`src/cdq_pkg.sv`:
```
// Shared constants, types and index helpers for the circular deque.
package cdq_pkg;

  localparam int SLOTS  = 64;
  localparam int IDX_W  = (SLOTS > 1) ? $clog2(SLOTS) : 1;
  localparam int WORD_W = 32;

  typedef logic [IDX_W-1:0]         idx_t;
  typedef logic signed [WORD_W-1:0] word_t;
  typedef logic [1:0]               action_t;
  typedef logic [1:0]               status_t;

  localparam action_t ACT_PUSH_FRONT = 2'd0;
  localparam action_t ACT_PUSH_REAR  = 2'd1;
  localparam action_t ACT_POP_FRONT  = 2'd2;
  localparam action_t ACT_POP_REAR   = 2'd3;

  localparam status_t ST_DONE       = 2'd0;
  localparam status_t ST_FULL_PUSH  = 2'd1;
  localparam status_t ST_EMPTY_POP  = 2'd2;

  typedef struct packed {
    status_t status;
    word_t   popped_value;
    logic    is_empty_now;
    logic    is_full_now;
    word_t   front_value;
    word_t   rear_value;
  } result_t;

  typedef struct packed {
    logic  we;
    idx_t  wr_addr;
    word_t wr_data;
    idx_t  rd_addr;
  } ram_req_t;

  function automatic idx_t idx_next(input idx_t i);
    return (i == IDX_W'(SLOTS - 1)) ? '0 : idx_t'(i + 1'b1);
  endfunction

  function automatic idx_t idx_prev(input idx_t i);
    return (i == '0) ? IDX_W'(SLOTS - 1) : idx_t'(i - 1'b1);
  endfunction

endpackage

```
`src/cdq_if.sv`:
```
// Request and response channel interfaces of the circular deque.
interface cdq_req_if import cdq_pkg::*; ();
  logic    valid;
  logic    ready;
  action_t action;
  word_t   push_value;

  modport source(output valid, action, push_value, input ready);
  modport sink(input valid, action, push_value, output ready);
endinterface

interface cdq_rsp_if import cdq_pkg::*; ();
  logic    valid;
  logic    ready;
  status_t status;
  word_t   popped_value;
  logic    is_empty_now;
  logic    is_full_now;
  word_t   front_value;
  word_t   rear_value;

  modport source(output valid, status, popped_value, is_empty_now, is_full_now,
                 front_value, rear_value, input ready);
  modport sink(input valid, status, popped_value, is_empty_now, is_full_now,
               front_value, rear_value, output ready);
endinterface

```
`src/cdq_ram.sv`:
```
// Generic single-write, single-read synchronous RAM with registered read data.
module cdq_ram #(
  parameter int WIDTH = 32,
  parameter int DEPTH = 64
) (
  input  logic                                     clk,
  input  logic                                     we,
  input  logic [((DEPTH > 1) ? $clog2(DEPTH) : 1)-1:0] wr_addr,
  input  logic [WIDTH-1:0]                         wr_data,
  input  logic [((DEPTH > 1) ? $clog2(DEPTH) : 1)-1:0] rd_addr,
  output logic [WIDTH-1:0]                         rd_data
);

  logic [WIDTH-1:0] mem [DEPTH];

  always_ff @(posedge clk) begin
    if (we) begin
      mem[wr_addr] <= wr_data;
    end
    rd_data <= mem[rd_addr];
  end

endmodule

```
`src/cdq_ctrl.sv`:
```
// Deque control: end indices, cached end words and the pop read sequence.
module cdq_ctrl import cdq_pkg::*; (
  input  logic     clk,
  input  logic     rst,
  input  logic     req_valid,
  input  action_t  req_action,
  input  word_t    req_push_value,
  output logic     req_ready,
  input  logic     slot_free,
  output logic     res_load,
  output result_t  res,
  output ram_req_t ram_req,
  input  word_t    rd_data
);

  localparam logic S_IDLE = 1'b0;
  localparam logic S_READ = 1'b1;

  logic  state, state_next;
  idx_t  front_index, front_index_next;
  idx_t  rear_index, rear_index_next;
  word_t front_word, front_word_next;
  word_t rear_word, rear_word_next;
  word_t popped_word, popped_word_next;
  logic  pop_front, pop_front_next;
  idx_t  read_addr, read_addr_next;

  logic  empty_cur, full_cur, empty_after, full_after, accept;

  assign empty_cur   = (front_index == rear_index);
  assign full_cur    = (idx_next(rear_index) == front_index);
  assign empty_after = (front_index_next == rear_index_next);
  assign full_after  = (idx_next(rear_index_next) == front_index_next);

  // A successful pop only needs the result slot once its read data is back.
  // A pop on an empty deque answers at once, so it needs the slot straight away.
  assign req_ready = (state == S_IDLE) && (slot_free || (req_action[1] && !empty_cur));
  assign accept    = req_valid && req_ready;

  always_comb begin
    state_next       = state;
    front_index_next = front_index;
    rear_index_next  = rear_index;
    front_word_next  = front_word;
    rear_word_next   = rear_word;
    popped_word_next = popped_word;
    pop_front_next   = pop_front;
    read_addr_next   = read_addr;
    ram_req.we       = 1'b0;
    ram_req.wr_addr  = front_index;
    ram_req.wr_data  = req_push_value;
    ram_req.rd_addr  = read_addr;
    res_load         = 1'b0;
    res.status       = ST_DONE;
    res.popped_value = '0;

    unique case (state)
      S_IDLE: begin
        if (accept) begin
          case (req_action)
            ACT_PUSH_FRONT: begin
              res_load = 1'b1;
              if (full_cur) begin
                res.status = ST_FULL_PUSH;
              end else begin
                ram_req.we       = 1'b1;
                ram_req.wr_addr  = front_index;
                front_index_next = idx_prev(front_index);
                front_word_next  = req_push_value;
                if (empty_cur) begin
                  rear_word_next = req_push_value;
                end
              end
            end
            ACT_PUSH_REAR: begin
              res_load = 1'b1;
              if (full_cur) begin
                res.status = ST_FULL_PUSH;
              end else begin
                ram_req.we      = 1'b1;
                ram_req.wr_addr = idx_next(rear_index);
                rear_index_next = idx_next(rear_index);
                rear_word_next  = req_push_value;
                if (empty_cur) begin
                  front_word_next = req_push_value;
                end
              end
            end
            ACT_POP_FRONT: begin
              if (empty_cur) begin
                res_load   = 1'b1;
                res.status = ST_EMPTY_POP;
              end else begin
                front_index_next = idx_next(front_index);
                popped_word_next = front_word;
                pop_front_next   = 1'b1;
                read_addr_next   = idx_next(idx_next(front_index));
                ram_req.rd_addr  = read_addr_next;
                state_next       = S_READ;
              end
            end
            default: begin
              if (empty_cur) begin
                res_load   = 1'b1;
                res.status = ST_EMPTY_POP;
              end else begin
                rear_index_next  = idx_prev(rear_index);
                popped_word_next = rear_word;
                pop_front_next   = 1'b0;
                read_addr_next   = idx_prev(rear_index);
                ram_req.rd_addr  = read_addr_next;
                state_next       = S_READ;
              end
            end
          endcase
        end
      end
      S_READ: begin
        // Read address is held, so the data stays put while the slot is busy.
        if (slot_free) begin
          res_load         = 1'b1;
          res.popped_value = popped_word;
          state_next       = S_IDLE;
          if (empty_cur) begin
            front_word_next = '0;
            rear_word_next  = '0;
          end else if (pop_front) begin
            front_word_next = rd_data;
          end else begin
            rear_word_next = rd_data;
          end
        end
      end
      default: begin
        state_next = S_IDLE;
      end
    endcase

    res.is_empty_now = empty_after;
    res.is_full_now  = full_after;
    res.front_value  = front_word_next;
    res.rear_value   = rear_word_next;
  end

  always_ff @(posedge clk) begin
    if (rst) begin
      state       <= S_IDLE;
      front_index <= '0;
      rear_index  <= '0;
      front_word  <= '0;
      rear_word   <= '0;
    end else begin
      state       <= state_next;
      front_index <= front_index_next;
      rear_index  <= rear_index_next;
      front_word  <= front_word_next;
      rear_word   <= rear_word_next;
    end
    popped_word <= popped_word_next;
    pop_front   <= pop_front_next;
    read_addr   <= read_addr_next;
  end

endmodule

```
`src/circular_deque_top.sv`:
```
// Top level of the circular deque: ring memory, control and result register.
// A push or a rejected operation shows its result in the cycle after the item is
// accepted; a successful pop first waits on one registered read of the ring
// memory for the new end word and on a free result slot, then on the result register.
// One push per cycle while the result slot is free; a pop holds off new requests.
// Reset clears both end indices, the cached end words and the result valid flag.
module circular_deque_top import cdq_pkg::*; (
  input logic       clk,
  input logic       rst,
  cdq_req_if.sink   req,
  cdq_rsp_if.source rsp
);

  // The result register parts the two sides: a new item can be taken in the
  // cycle its predecessor's result is being handed over.
  result_t  res;
  result_t  rsp_data;
  ram_req_t ram_req;
  word_t    rd_data;
  logic     res_load;
  logic     slot_free;
  logic     rsp_valid;

  assign slot_free = !rsp_valid || rsp.ready;

  cdq_ctrl u_ctrl (
    .clk            (clk),
    .rst            (rst),
    .req_valid      (req.valid),
    .req_action     (req.action),
    .req_push_value (req.push_value),
    .req_ready      (req.ready),
    .slot_free      (slot_free),
    .res_load       (res_load),
    .res            (res),
    .ram_req        (ram_req),
    .rd_data        (rd_data)
  );

  // The ring itself. A pop reads the new end slot; unless the pop empties the deque,
  // that slot is occupied and was written by an earlier push, else its data is unused.
  cdq_ram #(
    .WIDTH (WORD_W),
    .DEPTH (SLOTS)
  ) u_ring (
    .clk     (clk),
    .we      (ram_req.we),
    .wr_addr (ram_req.wr_addr),
    .wr_data (ram_req.wr_data),
    .rd_addr (ram_req.rd_addr),
    .rd_data (rd_data)
  );

  // Output register: loaded when the control hands over a finished result,
  // cleared once the downstream side has taken it.
  always_ff @(posedge clk) begin
    if (rst) begin
      rsp_valid <= 1'b0;
    end else if (res_load) begin
      rsp_valid <= 1'b1;
    end else if (rsp.ready) begin
      rsp_valid <= 1'b0;
    end
    if (res_load) begin
      rsp_data <= res;
    end
  end

  assign rsp.valid        = rsp_valid;
  assign rsp.status       = rsp_data.status;
  assign rsp.popped_value = rsp_data.popped_value;
  assign rsp.is_empty_now = rsp_data.is_empty_now;
  assign rsp.is_full_now  = rsp_data.is_full_now;
  assign rsp.front_value  = rsp_data.front_value;
  assign rsp.rear_value   = rsp_data.rear_value;

endmodule

```
`src/flat_wrapper.sv`:
```
// flat-port wrapper written by rule: the top's interface ports become plain ports
module circular_deque_top_flat import cdq_pkg::*;
  (clk, rst, req_valid, req_action, req_push_value, req_ready, rsp_valid, rsp_status, rsp_popped_value, rsp_is_empty_now, rsp_is_full_now, rsp_front_value, rsp_rear_value, rsp_ready);
  cdq_req_if req_i ();
  cdq_rsp_if rsp_i ();
  input logic clk;
  input logic rst;
  input wire logic [$bits(req_i.valid)-1:0] req_valid;
  input wire logic [$bits(req_i.action)-1:0] req_action;
  input wire logic [$bits(req_i.push_value)-1:0] req_push_value;
  output wire logic [$bits(req_i.ready)-1:0] req_ready;
  output wire logic [$bits(rsp_i.valid)-1:0] rsp_valid;
  output wire logic [$bits(rsp_i.status)-1:0] rsp_status;
  output wire logic [$bits(rsp_i.popped_value)-1:0] rsp_popped_value;
  output wire logic [$bits(rsp_i.is_empty_now)-1:0] rsp_is_empty_now;
  output wire logic [$bits(rsp_i.is_full_now)-1:0] rsp_is_full_now;
  output wire logic [$bits(rsp_i.front_value)-1:0] rsp_front_value;
  output wire logic [$bits(rsp_i.rear_value)-1:0] rsp_rear_value;
  input wire logic [$bits(rsp_i.ready)-1:0] rsp_ready;
  assign req_i.valid = req_valid;
  assign req_i.action = req_action;
  assign req_i.push_value = req_push_value;
  assign req_ready = req_i.ready;
  assign rsp_valid = rsp_i.valid;
  assign rsp_status = rsp_i.status;
  assign rsp_popped_value = rsp_i.popped_value;
  assign rsp_is_empty_now = rsp_i.is_empty_now;
  assign rsp_is_full_now = rsp_i.is_full_now;
  assign rsp_front_value = rsp_i.front_value;
  assign rsp_rear_value = rsp_i.rear_value;
  assign rsp_i.ready = rsp_ready;
  circular_deque_top u_core (.clk(clk), .rst(rst), .req(req_i), .rsp(rsp_i));
endmodule
```
`config.mk`:
```
export PLATFORM = sky130hd
export DESIGN_NAME = circular_deque_top_flat
export DESIGN_NICKNAME = d
export VERILOG_FILES = /design/src/cdq_pkg.sv /design/src/cdq_if.sv /design/src/cdq_ram.sv /design/src/cdq_ctrl.sv /design/src/circular_deque_top.sv /design/src/flat_wrapper.sv
export SDC_FILE = /design/constraint.sdc
export NUM_CORES = 2
export LEC_CHECK = 0
export CAP_MARGIN = 5
export CELL_PAD_IN_SITES_DETAIL_PLACEMENT = 0
export CELL_PAD_IN_SITES_GLOBAL_PLACEMENT = 2
export CORE_AREA = 5 5 459 461
export DETAILED_ROUTE_END_ITERATION = 8
export DIE_AREA = 0 0 464 466
export DONT_BUFFER_PORTS = 1
export PLACE_DENSITY = 0.87
export SLEW_MARGIN = 20
export SYNTH_ARGS = -nofsm -noshare
export SYNTH_HDL_FRONTEND = slang
export SYNTH_SLANG_ARGS = --single-unit
```
`constraint.sdc`:
```
create_clock -name clk -period 10.7 [get_ports clk]
set_input_delay 1.605 -clock clk [delete_from_list [all_inputs] [get_ports clk]]
set_output_delay 1.605 -clock clk [all_outputs]
set_load 0.1 [all_outputs]
```
==> metrics <==
cell area after placement=around 95,000 sq um; Slowest-stage cell, CP=a311oi_1; nets@finish=approximately 6,600; DP Wirelength=143 mm; share of flip-flops with an asynchronous set or reset after synthesis=0%; CTS Sinks=2,297; RSZ-0062 raised after global routing=no; TritonRoute pass-1 iters=6; Final Setup Violations=0; clk buf depth=3; Critical Path Source=u_core.u_ctrl.front_index[0]$_SDFF_PP0_; CTS tree=yes; Max Cap Viol=0; Avg Inst Size Synth=13.8 sq um; R2R cell count=14; Iter 0 DRT Violations=around 7,600; Setup Buffers After CTS=0; # DRC=0; cells after synthesis=6,692; max incr delay on CP=0.88 ns; initial antenna violation count=18; end point of the critical path=u_core.u_ring.rd_data[4]$_DFF_P_; Worst setup SP type=flop; CTS Buf Count=~220; Post-Syn Nets=approximately 6,700; Worst Path Max Fanout=51; I/O Buffers=0; WP data required=approximately 11 ns; Cell variety after synth=87; Hold Fails Final Rpt=0; pin count of the biggest net entering global routing=164; PD cells=approximately 250 nW/um^2; FF+latch count, synth=about 2,300; H-tree levels=4; gr usage total=between 20 and 25%; DRT Wirelength=approximately 270 mm; Hold Crit Class=reg2reg; vias in the first global route=54,100; IO Count=140; crit-path cells=nand2_1, a2111oi_4, a21oi_4, buf_4, mux2_8, inv_8, buf_4, buf_4, nand2_1, and3_1, a311oi_1, a311oi_1, a311oi_1, or4_1; EDFF count, synth=between 2,000 and 2,500; GRT Residual Overflow=0; post_cts resized=0; r2r endpoint=u_core.u_ring.rd_data[4]$_DFF_P_; Area Overhead vs Synth=11.0%; Die Ht=roughly 470 um; Design Area, Final=102,000 sq um; num rows=about 170; Placer Congestion=about 0.85; outcome=completed; Initial Util=between 40 and 50%; Post-Syn Area=slightly above 90,000 sq um; routed vias=58,000; peak supply drop=between 0.0002 and 0.00025 V; arrival time at the worst endpoint=between 7 and 8 ns; Hold-fix buffers, CTS=0; setup TNS=0 ns; clk_lat worst skew=roughly 0.88 ns; wire length per cell=28.2 um; Die Wd=about 460 um; ys flop type=edfxtp_1; CORE AREA=just over 200,000 sq um; worst rel slew slack=20.9%; part of the cycle the worst path needs=between 60% and 70%; Worst Skew=0.0472 ns; via/cell ratio=approximately 6; minimum clock period=between 6 and 7 ns; maximum clock frequency=155 MHz; Die ar.=between 200,000 and 250,000 sq um; Worst Setup End Kind=flop; antenna-violating nets left=0; most common cell after layout, fill and taps aside=edfxtp_1; fraction of layout cells with a size suffix above 1=under 10%; Worst-path clk slew=0.07 ns; Worst-Margin Slew=between 1 and 1.5 ns; Root Driver=clkbuf_16; post-synthesis sequential area ratio=about three quarters; count of pins over their slew limit=0; Leak Pwr=34.4 nW; critical path class=reg2reg; first-pass GRT wire length=between 300 and 400 mm; worst r2r src=u_core.u_ctrl.front_index[0]$_SDFF_PP0_; commonest non-fill, non-tap cells in the layout=2,181 x edfxtp_1, 1,717 x nand2_1, 490 x nand3_1; reg2reg setup slack=roughly 4.2 ns; Yosys warning total=0
Yosys cell counts (all sizes together) (5+ instances only):
master,number,area (sq um)
a2111oi,12,133
a211oi,28,210
a21o,9,67.6
a21oi,158,806
a221o,35,350
a221oi,10,87.6
a22oi,50,375
a311oi,277,2440
a31oi,15,93.8
a32oi,5,43.8
and2,9,56.3
and3,201,1260
and4,6,52.6
buf,247,1420
clkbuf,213,800
dfxtp,116,2320
edfxtp,2181,65500
ha,7,87.6
inv,21,81.3
mux2,20,225
mux2i,188,1880
mux4,58,1310
nand2,1718,6450
nand3,491,2460
nand4,5,31.3
nor2,123,477
nor2b,77,482
nor3,67,335
nor4,18,113
o211ai,7,52.6
o21a,8,60.1
o21ai,101,505
o221ai,42,368
o22ai,25,156
o2bb2ai,7,61.3
o311ai,14,123
o31ai,6,45.0
or3,22,138
or4,13,97.6
xnor2,14,123
xor2,7,61.3
worst max-delay path, delay by kind of cell, from the launching register on:
family | cells | cell delay [ns]
AOI/OAI and AO/OA | 5 | 2.19
and+or+nand+nor | 4 | 0.86
muxes | 1 | 0.56
buffers and inverters | 4 | 1.85
DFF | 1 | 0.74
cells by family (layout without fill, tap and decap cells):
family                   Yosys count  after routing  share of synthesized area, %
AO/OA/AOI/OAI                    851            851                          6.89
XOR/XNOR                          22             22                         0.224
adder cells (fa/ha/maj)            7              7                        0.0949
flip-flops                      2297           2297                          73.5
buffers and inverters            482            572                          2.49
other                              0              8                             0
AND/OR/NAND/NOR                 2767           2767                          13.1
multiplexers                     266            266                          3.70
power by group:
group	switching (mW)	internal (mW)	total (mW)
clock network	3.32	4.32	7.64
logic	5.05	2.16	7.21
registers	0.797	10.1	10.9
registers in the layout (all words and copies together), names as in the netlist:
signal / flops
u_core.rsp.popped_value: 32
u_core.u_ctrl.popped_word: 32
u_core.rsp.status: 2
u_core.rsp.is_full_now: 1
u_core.u_ctrl.rear_index: 6
u_core.u_ctrl.rear_word: 32
u_core.rsp.front_value: 32
u_core.u_ctrl.state: 1
u_core.u_ctrl.front_index: 6
u_core.u_ctrl.pop_front: 1
u_core.u_ctrl.front_word: 32
u_core.rsp.rear_value: 32
u_core.u_ring.rd_data: 32
u_core.rsp.valid: 1
u_core.rsp.is_empty_now: 1
u_core.u_ring.mem: 2048
u_core.u_ctrl.read_addr: 6
per-stage QoR:
step | utilization (%) | std cells | total power, mW | setup WS [ns] | hold WS (ns)
detailed placement | 46.3 | 9082 | 18.2 | 3.71 | 0.534
CTS | 49.7 | 9486 | 25.8 | 4.24 | 0.552
floorplan | - | 6692 | 15.7 | 5.33 | 0.514
finish | 49.7 | 9494 | 25.8 | 4.25 | 0.550
global placement | 46.3 | 9079 | 18.1 | 3.74 | 0.529
global route | 49.7 | 9487 | 26.7 | 3.91 | 0.573
layer usage:
metal | part of all wire, % | up-vias | track usage (%)
li1 | - | 25000 | -
met1 | 41 | 29300 | 34.3
met2 | 47 | 3140 | 38.2
met3 | 9.5 | 482 | 3.99
met4 | 2.8 | 0 | 7.26
met5 | 0 | - | 0
cell type report:
| cell class | instances | area (sq um) |
|---|---|---|
| clock inverter | 121 | 1250 |
| timing repair buffer | 146 | 1250 |
| inverter | 22 | 115 |
| tap | 2704 | 3380 |
| sequential | 2297 | 67800 |
| multi-input combinational | 3913 | 22800 |
| clock buffer | 283 | 5780 |
| fill | 17200 | 104000 |
| antenna | 8 | 20.0 |
worst min-delay path by stage:
stage	startpoint	endpoint	slack, ns	cells past startpoint
global route	u_core.u_ctrl.popped_word[18]$_DFFE_PP_	u_core.rsp.popped_value[18]$_SDFFCE_PN0P_	0.57	1
global placement	u_core.u_ctrl.front_word[19]$_SDFF_PP0_	u_core.u_ctrl.popped_word[19]$_DFFE_PP_	0.53	2
finish	u_core.u_ctrl.popped_word[27]$_DFFE_PP_	u_core.rsp.popped_value[27]$_SDFFCE_PN0P_	0.55	1
floorplan	u_core.u_ctrl.front_word[0]$_SDFF_PP0_	u_core.u_ctrl.popped_word[0]$_DFFE_PP_	0.51	2
CTS	u_core.u_ctrl.popped_word[27]$_DFFE_PP_	u_core.rsp.popped_value[27]$_SDFFCE_PN0P_	0.55	1
detailed placement	u_core.u_ctrl.front_word[10]$_SDFF_PP0_	u_core.u_ctrl.popped_word[10]$_DFFE_PP_	0.53	2
Power figures use the tool's default switching activity.
